<file path="config.mk">
export PLATFORM = sky130hd
export DESIGN_NAME = i2c_register_access_master_core
export DESIGN_NICKNAME = d
export VERILOG_FILES = /design/src/i2cram_pkg.sv /design/src/i2cram_step.sv /design/src/i2c_register_access_master_core.sv
export VERILOG_INCLUDE_DIRS = /design/src /design/src/src
export SDC_FILE = /design/constraint.sdc
export NUM_CORES = 1
export LEC_CHECK = 0
export ABC_AREA = 1
export BUFFER_PORTS_ARGS = -buffer_cell sky130_fd_sc_hd__buf_4
export CORE_MARGIN = 1
export CORE_UTILIZATION = 30
export CTS_BUF_LIST = sky130_fd_sc_hd__clkbuf_4 sky130_fd_sc_hd__clkbuf_8
export DETAILED_ROUTE_END_ITERATION = 6
export GPL_TIMING_DRIVEN = 0
export PLACE_DENSITY = 0.5
export SLEW_MARGIN = 10
export SYNTH_ARGS = -nofsm -noshare
export SYNTH_HDL_FRONTEND = slang
export SYNTH_SLANG_ARGS = --single-unit
</file>
<file path="constraint.sdc">
create_clock -name clk -period 2.67 [get_ports clk]
set_clock_uncertainty 0.1 [all_clocks]
set_input_delay 0.1335 -clock clk [delete_from_list [all_inputs] [get_ports clk]]
set_output_delay 0.1335 -clock clk [all_outputs]
set_load 0.02 [all_outputs]
</file>
<file path="src/i2c_register_access_master_core_defines.svh">
// ----------------------------------------------------------------------------
// i2c register access master: assertion macros
// shared concurrent assertion helpers, clocked on clk, reset by rst_n
// ----------------------------------------------------------------------------
`ifndef I2C_REGISTER_ACCESS_MASTER_CORE_DEFINES_SVH
`define I2C_REGISTER_ACCESS_MASTER_CORE_DEFINES_SVH

// same-cycle implication
`define I2CRAM_ASSERT_IMP(lbl, ante, cons, msg) \
    lbl: assert property (@(posedge clk) disable iff (!rst_n) (ante) |-> (cons)) \
        else $error(msg);

// next-cycle implication
`define I2CRAM_ASSERT_NXT(lbl, ante, cons, msg) \
    lbl: assert property (@(posedge clk) disable iff (!rst_n) (ante) |=> (cons)) \
        else $error(msg);

`endif

</file>
<file path="src/i2cram_pkg.sv">
// ----------------------------------------------------------------------------
// i2cram_pkg
// types and codes shared by the i2c register access master
// ----------------------------------------------------------------------------
`default_nettype none

package i2cram_pkg;

    // item kinds
    localparam logic [1:0] KIND_WRITE     = 2'd0;
    localparam logic [1:0] KIND_READ_BYTE = 2'd1;
    localparam logic [1:0] KIND_READ_WORD = 2'd2;
    localparam logic [1:0] KIND_TICK      = 2'd3;

    // bus sequence segments, phase = segment * 4 + half
    localparam logic [3:0] SEG_IDLE      = 4'd0;
    localparam logic [3:0] SEG_START     = 4'd1;
    localparam logic [3:0] SEG_WADDR     = 4'd2;
    localparam logic [3:0] SEG_WADDR_ACK = 4'd3;
    localparam logic [3:0] SEG_REG       = 4'd4;
    localparam logic [3:0] SEG_REG_ACK   = 4'd5;
    localparam logic [3:0] SEG_DATA      = 4'd6;
    localparam logic [3:0] SEG_DATA_ACK  = 4'd7;
    localparam logic [3:0] SEG_RSTART    = 4'd8;
    localparam logic [3:0] SEG_RADDR     = 4'd9;
    localparam logic [3:0] SEG_RADDR_ACK = 4'd10;
    localparam logic [3:0] SEG_RX        = 4'd11;
    localparam logic [3:0] SEG_NACK      = 4'd12;
    localparam logic [3:0] SEG_STOP      = 4'd13;

    localparam logic [7:0] DEV_ADDR_RESET = 8'd208;

    typedef struct packed {
        logic [1:0] kind;
        logic [7:0] target_reg;
        logic [7:0] write_data;
        logic       sda_in;
    } in_item_t;

    typedef struct packed {
        logic        scl_level;
        logic        sda_level;
        logic        busy_res;
        logic        done_res;
        logic [15:0] read_data;
    } out_item_t;

    typedef struct packed {
        logic [5:0] phase;
        logic [2:0] bit_count;
        logic [7:0] shift_byte;
        logic [7:0] high_byte;
        logic [7:0] held_register;
        logic [7:0] held_write_data;
        logic [1:0] command_kind;
        logic       second_read;
    } state_t;

endpackage

`default_nettype wire

</file>
<file path="src/i2cram_step.sv">
// ----------------------------------------------------------------------------
// i2cram_step
// one half-bit step of the bus sequencer: next state and bus levels
// ----------------------------------------------------------------------------
`default_nettype none

module i2cram_step (
    input  var i2cram_pkg::state_t    cur,
    input  var i2cram_pkg::in_item_t  item,
    input  var logic [7:0]            dev_addr,
    output i2cram_pkg::state_t        nxt,
    output i2cram_pkg::out_item_t     result
);
    import i2cram_pkg::*;

    logic [3:0] seg;
    logic [1:0] sub;
    logic [5:0] ph;
    logic [3:0] seg_after;
    logic [7:0] tx_byte;
    logic       bit_seg;
    logic       last;
    logic       scl;
    logic       sda;
    logic       done;
    logic [15:0] data;

    assign seg = cur.phase[5:2];
    assign sub = cur.phase[1:0];

    // byte shifted out in a send segment
    always_comb
    begin
        unique case (seg) inside
            SEG_WADDR: tx_byte = dev_addr;
            SEG_REG:   tx_byte = cur.held_register;
            SEG_DATA:  tx_byte = cur.held_write_data;
            default:   tx_byte = dev_addr + 8'd1;
        endcase
    end

    // segment that follows a finished one
    always_comb
    begin
        unique case (seg) inside
            SEG_REG_ACK:
                seg_after = (cur.command_kind == KIND_WRITE) ? SEG_DATA : SEG_RSTART;
            SEG_DATA_ACK, SEG_NACK:
                seg_after = SEG_STOP;
            default:
                seg_after = seg + 4'd1;
        endcase
    end

    assign bit_seg = (seg == SEG_WADDR) || (seg == SEG_REG) || (seg == SEG_DATA)
                  || (seg == SEG_RADDR) || (seg == SEG_RX);

    always_comb
    begin
        nxt  = cur;
        scl  = 1'b1;
        sda  = 1'b1;
        done = 1'b0;
        data = 16'h0000;
        last = 1'b0;
        ph   = ((seg == SEG_IDLE) || (seg > SEG_STOP)) ? 6'd0 : cur.phase;
        nxt.phase = ph;

        if (item.kind != KIND_TICK)
        begin
            // commands only start from idle
            if (ph == 6'd0)
            begin
                nxt.command_kind    = item.kind;
                nxt.held_register   = item.target_reg;
                nxt.held_write_data = item.write_data;
                nxt.second_read     = 1'b0;
                nxt.high_byte       = 8'h00;
                nxt.phase           = {SEG_START, 2'b00};
                nxt.bit_count       = 3'd0;
            end
        end
        else if (ph != 6'd0)
        begin
            unique case (seg) inside
                SEG_START:
                begin
                    scl  = 1'b1;
                    sda  = (sub == 2'd0);
                    last = (sub != 2'd0);
                end
                SEG_RSTART, SEG_STOP:
                begin
                    scl  = (sub != 2'd0);
                    if (sub == 2'd0 || sub == 2'd1)
                        sda = (seg != SEG_STOP);
                    else
                        sda = (seg == SEG_STOP);
                    last = (sub >= 2'd2);
                end
                SEG_WADDR, SEG_REG, SEG_DATA, SEG_RADDR:
                begin
                    sda = tx_byte[3'd7 - cur.bit_count];
                    scl = (sub != 2'd0);
                    if (sub != 2'd0)
                    begin
                        if (cur.bit_count == 3'd7)
                            last = 1'b1;
                        else
                            nxt.bit_count = cur.bit_count + 3'd1;
                    end
                end
                SEG_RX:
                begin
                    scl = (sub != 2'd0);
                    if (sub != 2'd0)
                    begin
                        nxt.shift_byte = {cur.shift_byte[6:0], item.sda_in};
                        if (cur.bit_count == 3'd7)
                            last = 1'b1;
                        else
                            nxt.bit_count = cur.bit_count + 3'd1;
                    end
                end
                default:
                begin
                    // ack slots and nack: line released
                    scl  = (sub != 2'd0);
                    last = (sub != 2'd0);
                end
            endcase

            if (!last)
            begin
                if (bit_seg && (sub != 2'd0))
                    nxt.phase = {seg, 2'b00};
                else
                    nxt.phase = {seg, 2'b00} | {3'b000, {1'b0, sub} + 3'd1};
            end
            else if (seg != SEG_STOP)
            begin
                nxt.phase     = {seg_after, 2'b00};
                nxt.bit_count = 3'd0;
                if (seg_after == SEG_RX)
                    nxt.shift_byte = 8'h00;
            end
            else if (cur.command_kind == KIND_READ_WORD && !cur.second_read)
            begin
                // first half of a word read done, go again at register + 1
                nxt.high_byte     = cur.shift_byte;
                nxt.second_read   = 1'b1;
                nxt.held_register = cur.held_register + 8'd1;
                nxt.phase         = {SEG_START, 2'b00};
                nxt.bit_count     = 3'd0;
            end
            else
            begin
                nxt.phase = 6'd0;
                done      = 1'b1;
                if (cur.command_kind == KIND_READ_BYTE)
                    data = {8'h00, cur.shift_byte};
                else if (cur.command_kind == KIND_READ_WORD)
                    data = {cur.high_byte, cur.shift_byte};
            end
        end
    end

    assign result.scl_level = scl;
    assign result.sda_level = sda;
    assign result.busy_res  = (nxt.phase != 6'd0);
    assign result.done_res  = done;
    assign result.read_data = data;

endmodule

`default_nettype wire

</file>
<file path="src/i2c_register_access_master_core.sv">
// ----------------------------------------------------------------------------
// i2c_register_access_master_core
// pin-level i2c master for register write, byte read and word read
// ----------------------------------------------------------------------------
// Each accepted item is either a command (write, byte read, word read) or a
// tick that stands for one half-bit period on the bus. Every item gives
// exactly one result: the scl/sda levels to hold for that half-period, busy,
// done, and on the done tick of a read the data (byte in the low bits, word
// as high:low). Commands given while a transaction runs are dropped; slave
// acks are clocked but not checked. The block takes one item per clock while
// results are taken: the item lands in an input register, and one pass of
// the step logic, run when the result register is free or draining, updates
// the sequencer state and loads the result register. While a result waits,
// the empty input register can still take one item; after that the input
// stalls until the result is taken. The device address register is written
// through cfg_write_en/cfg_write_data and should only change while no
// transaction is running.
`default_nettype none

module i2c_register_access_master_core (
    input  var logic                  clk,
    input  var logic                  rst_n,
    // configuration
    input  var logic                  cfg_write_en,
    input  var logic [7:0]            cfg_write_data,
    // item channel
    input  var logic                  item_valid,
    output logic                      item_ready,
    input  var i2cram_pkg::in_item_t  item,
    // result channel
    output logic                      result_valid,
    input  var logic                  result_ready,
    output i2cram_pkg::out_item_t     result
);
    import i2cram_pkg::*;

`include "i2c_register_access_master_core_defines.svh"

    // device write address
    logic [7:0] dev_addr_reg;

    // input register
    in_item_t  item_reg;
    logic      item_valid_reg;

    // sequencer state
    state_t    state_reg;
    state_t    state_next;

    // result register
    out_item_t result_reg;
    out_item_t result_next;
    logic      result_valid_reg;

    logic      item_take;
    logic      step_fire;

    // step runs when an item is staged and the result slot is free or draining
    assign step_fire  = item_valid_reg && (!result_valid_reg || result_ready);
    assign item_ready = !item_valid_reg || step_fire;
    assign item_take  = item_valid && item_ready;

    always_ff @(posedge clk or negedge rst_n)
    begin
        if (!rst_n)
            dev_addr_reg <= DEV_ADDR_RESET;
        else if (cfg_write_en)
            dev_addr_reg <= cfg_write_data;
    end

    // input stage
    always_ff @(posedge clk or negedge rst_n)
    begin
        if (!rst_n)
            item_valid_reg <= 1'b0;
        else if (item_ready)
            item_valid_reg <= item_valid;
    end

    always_ff @(posedge clk)
    begin
        if (item_take)
            item_reg <= item;
    end

    // one half-bit step of the sequencer
    i2cram_step u_step (
        .cur      (state_reg),
        .item     (item_reg),
        .dev_addr (dev_addr_reg),
        .nxt      (state_next),
        .result   (result_next)
    );

    // sequencer state only moves when a step completes
    always_ff @(posedge clk or negedge rst_n)
    begin
        if (!rst_n)
            state_reg <= '0;
        else if (step_fire)
            state_reg <= state_next;
    end

    // result stage
    always_ff @(posedge clk or negedge rst_n)
    begin
        if (!rst_n)
            result_valid_reg <= 1'b0;
        else if (step_fire)
            result_valid_reg <= 1'b1;
        else if (result_ready)
            result_valid_reg <= 1'b0;
    end

    always_ff @(posedge clk)
    begin
        if (step_fire)
            result_reg <= result_next;
    end

    assign result_valid = result_valid_reg;
    assign result       = result_reg;

    // a finished transaction never reports busy
    `I2CRAM_ASSERT_IMP(a_done_not_busy, result_valid_reg && result_reg.done_res,
        !result_reg.busy_res, "done result still busy")

    // read data only shows up on the done tick
    `I2CRAM_ASSERT_IMP(a_data_on_done, result_valid_reg && (result_reg.read_data != 16'h0000),
        result_reg.done_res, "read data outside done tick")

    // sequencer never leaves the known segments
    `I2CRAM_ASSERT_IMP(a_phase_known, 1'b1,
        state_reg.phase[5:2] <= SEG_STOP, "phase outside known segments")

    // a completed step always leaves a result behind
    `I2CRAM_ASSERT_NXT(a_step_result, step_fire,
        result_valid_reg, "step without result")

    // a staged item that cannot step is kept
    `I2CRAM_ASSERT_NXT(a_item_held, item_valid_reg && !step_fire,
        item_valid_reg && $stable(item_reg), "staged item lost")

endmodule

`default_nettype wire
</file>
==> key figures <==
Run status
  • Status: finished clean

Logic synthesis
  • Share of flip-flops with an asynchronous set or reset after synthesis: 0.581
  • Register bit count reported by yosys: between 90 and 100
  • Post-synthesis cell type count: 41
  • Post-synth design cell area: 4970 sq um
  • Synth Area per Inst: 9.03 sq um
  • Fraction of post-synthesis cell area in the top cell type by area: 0.257
  • Synthesized Nets: 597
  • Part of the Yosys area used for sequential elements: 0.509
  • Biggest area contributors in the synthesized netlist: dfrtp_1 (26%), edfxtp_1 (24%), nand2_1 (11%)
  • Most common flop cell mapped by yosys: dfrtp_1
  • Post-synthesis instance total: 550
  • Leading area contributor after synthesis: dfrtp_1
  • Count of flip-flops with a built-in enable after synthesis: 39
  • Yosys synthesis warning count: 0

Worst setup path
  • Critical path fanouts, max: 8
  • CP startpoint kind: flip-flop
  • Endpoint type of the worst setup path: flip-flop
  • Startpoint-to-endpoint class of the critical path: flip-flop to flip-flop
  • Signal arrival time at the worst endpoint: 2.54 ns
  • Highest cell delay on the worst timing path: 0.48 ns
  • CP max stage cell: dfrtp_2
  • Data required time at the worst endpoint: 2.72 ns
  • Crit-path most repeated cell: nand3_1
  • Cell-by-cell trace of the critical path: inv_1 > ha_1 > nand3_2 > nand2_1 > inv_1 > nand3_1 > nand3_1 > nand2_2 > nand2_1 > nand3_1 > nand3_1 > nor2_1 > nand2_1

Timing
  • Final Worst Setup Slack: 0.186 ns
  • Number of max-slew violations in the final report: 0
  • Unrepaired setup endpoints after global routing: true
  • Transition time of the tightest slew-check pin: roughly 0.76 ns
  • Fraction of the cycle the final worst path needs: 0.930
  • Maximum clock frequency: a little over 0.4 GHz
  • Final number of hold-violating endpoints: 0
  • Slew HR: 0.494
  • Final setup violation count: 0
  • Clock period minus final worst setup slack: 2.48 ns
  • Setup TNS: 0 ns

Pwr
  • Static leakage power: 0.00280 uW
  • Worst vdd ir: 0.373 mV
  • Power density relative to cell area: between 800 and 900 nW/um^2

GRT
  • Antenna violations before repair: 0
  • Tot GR Track Use: 0.151
  • Largest net degree at the start of global routing: 55
  • Total gr overflow: 0
  • Wire length of the first global-routing pass: 19400 um
  • Number of global-route vias before repair: 3943

Finish
  • Antenna diode count: 0
  • Share of cells above drive strength 1: 0.218
  • Number of nets in the layout: 694
  • Filler cell count: 1702
  • Max FFs per register: between 40 and 50
  • Area growth from synthesis to layout: 24.4%

Clock tree
  • Clock-pin slew reported for the worst setup and hold paths after clock tree synthesis: approximately 0.11 ns
  • CTS tree: done
  • Source-to-sink clock delay at the later pin of the worst-skew pair: roughly 0.39 ns
  • Number of levels in the clock H-tree: 3
  • Clock buffer depth: 2
  • Total CTS buffers: 9
  • Root Buffer Master: clkbuf_8
  • Number of clock sinks: just over 90

Routing
  • Wirelength, routed: between 10000 and 15000 um
  • Remaining routing DRC violations: 0
  • Final ANT Viol Nets: 0
  • Routed len/inst: around 14 um
  • Detail-routed via count per cell: about 4.6
  • Iteration-0 DRC Markers: 182
  • Length of the first detailed-routing pass in iterations: 4
  • DR vias: 3952

Worst hold path
  • Class of the worst hold path: input pin to async pin

Die
  • Boundary Pins: 54
  • Std cell rows: 46
  • Initial Utilization: 0.310
  • Die H: 131 um
  • Die Outline Area: 17100 sq um
  • Placeable core region: 16000 sq um
  • Horizontal extent of the die: 131 um

Placed design
  • Port-buffer cells: 53
  • Placer Congestion: 0.856
  • Worst setup timing slack at the placement stage: -0.0608 ns
  • Half-perimeter wire length of the detailed placement result: 8490 um

Job
  • Max-capacitance violation count: 0
==> cells in the mapped netlist (2+ instances only) <==
| cell | count |
|---|---|
| dfrtp_1 | 51 |
| nand2_1 | 143 |
| o21ai_1 | 9 |
| dfstp_2 | 3 |
| a21oi_2 | 2 |
| nand3_1 | 34 |
| nand4_1 | 6 |
| a31oi_1 | 2 |
| o21ai_2 | 10 |
| edfxtp_1 | 39 |
| buf_6 | 6 |
| nand3_2 | 7 |
| nand3b_1 | 4 |
| nand2_2 | 9 |
| nor2_4 | 2 |
| ha_1 | 15 |
| inv_2 | 5 |
| mux2_4 | 4 |
| o22ai_1 | 4 |
| inv_4 | 2 |
| o21ai_0 | 26 |
| xor2_1 | 9 |
| mux2_2 | 2 |
| nand2_4 | 7 |
| inv_1 | 59 |
| nand4_2 | 2 |
| o211ai_2 | 2 |
| a21oi_1 | 19 |
| nor2_1 | 54 |
| o2111ai_1 | 2 |
==> power breakdown <==
| part | internal, uW | switching (uW) | total (uW) |
|---|---|---|---|
| Clock | 371 | 604 | 975 |
| Sequential | 1840 | 288 | 2130 |
| Combinational | 838 | 1420 | 2260 |
==> timing repair <==
| action | in CTS | in global routing |
|---|---|---|
| hold buffers | 32 | 0 |
| endpoints found under the hold margin | 80 | 0 |
| pin swaps | 0 | 1 |
| endpoints found under the setup margin | 9 | 39 |
| buffers inserted | 0 | 1 |
| resized for setup | 2 | 5 |
==> layout make-up <==
class / instances / area, sq um / share of cell area
clock buffers: 9 / 124 / 0.0201
flip-flops and latches: 93 / 2530 / 0.409
inverters: 68 / 269 / 0.0436
well taps: 216 / 270 / 0.0438
clock inverters: 7 / 75.1 / 0.0122
repair buffers: 86 / 726 / 0.118
plain buffers: 8 / 76.3 / 0.0124
multi-input cells: 381 / 2110 / 0.341
==> through the flow <==
step                      hold WS [ns]  power [uW]  cell area (sq um)  cells   util
after CTS                        0.247        5380               6160    867  0.385
final                            0.230        5360               6180    868  0.386
after floorplan                 -0.262        3740               4970    550      -
after detailed placement         0.150        4350               5630    819  0.352
after global placement           0.146        4320               5630    819  0.352
after global routing             0.286        5790               6180    868  0.386
==> kinds of logic after synthesis <==
logic type               count (synthesis)  synth area share
AND/OR/NAND/NOR                        270             0.252
flip-flops                              93             0.509
XOR/XNOR                                10            0.0176
multiplexers                             6            0.0166
AO/OA/AOI/OAI                           80            0.0978
adder cells (fa/ha/maj)                 15            0.0378
buffers and inverters                   76            0.0690
==> critical path: cells and delay by family, from the launching register on <==
kind	cells	cell delay (ns)
AND/OR/NAND/NOR	10	1.16
flip-flops	1	0.48
buffers and inverters	2	0.26
adder cells (fa/ha/maj)	1	0.25
==> cell usage in the layout, fill, tap and decap left out, types with 10 or more instances in the layout <==
master and instances:
dlygate4sd3_1 32, o21ai_0 25, a21oi_1 19, nand2_1 143, dfrtp_1 49, ha_1 15, buf_4 54, o21ai_1 10
inv_1 58, nor2_1 53, edfxtp_1 39, nand3_1 34, o21ai_2 10
==> worst paths after layout <==
kind                                     from       endpoint  slack (ns)  cells after the start
worst max-delay path            state_reg[41]     result[17]        0.19                     13
worst min-delay path                    rst_n  state_reg[13]        0.23                      2
worst max register to register  state_reg[41]     result[17]        0.19                     13
worst min register to register    item_reg[8]  state_reg[10]        0.39                      1
max in group asynchronous               rst_n  state_reg[41]        1.74                      2
min in group clk                     item[11]   item_reg[11]        0.35                      2
==> per-layer routing <==
| layer | wire (um) | global-route usage | up-vias |
|---|---|---|---|
| met1 | 5480 | 0.189 | 1850 |
| li1 | - | - | 2002 |
| met3 | 391 | 0.0277 | 15 |
| met2 | 5660 | 0.253 | 85 |
| met5 | 0 | 0 | - |
| met4 | 216 | 0.0669 | 0 |
Power figures use the tool's default switching activity.
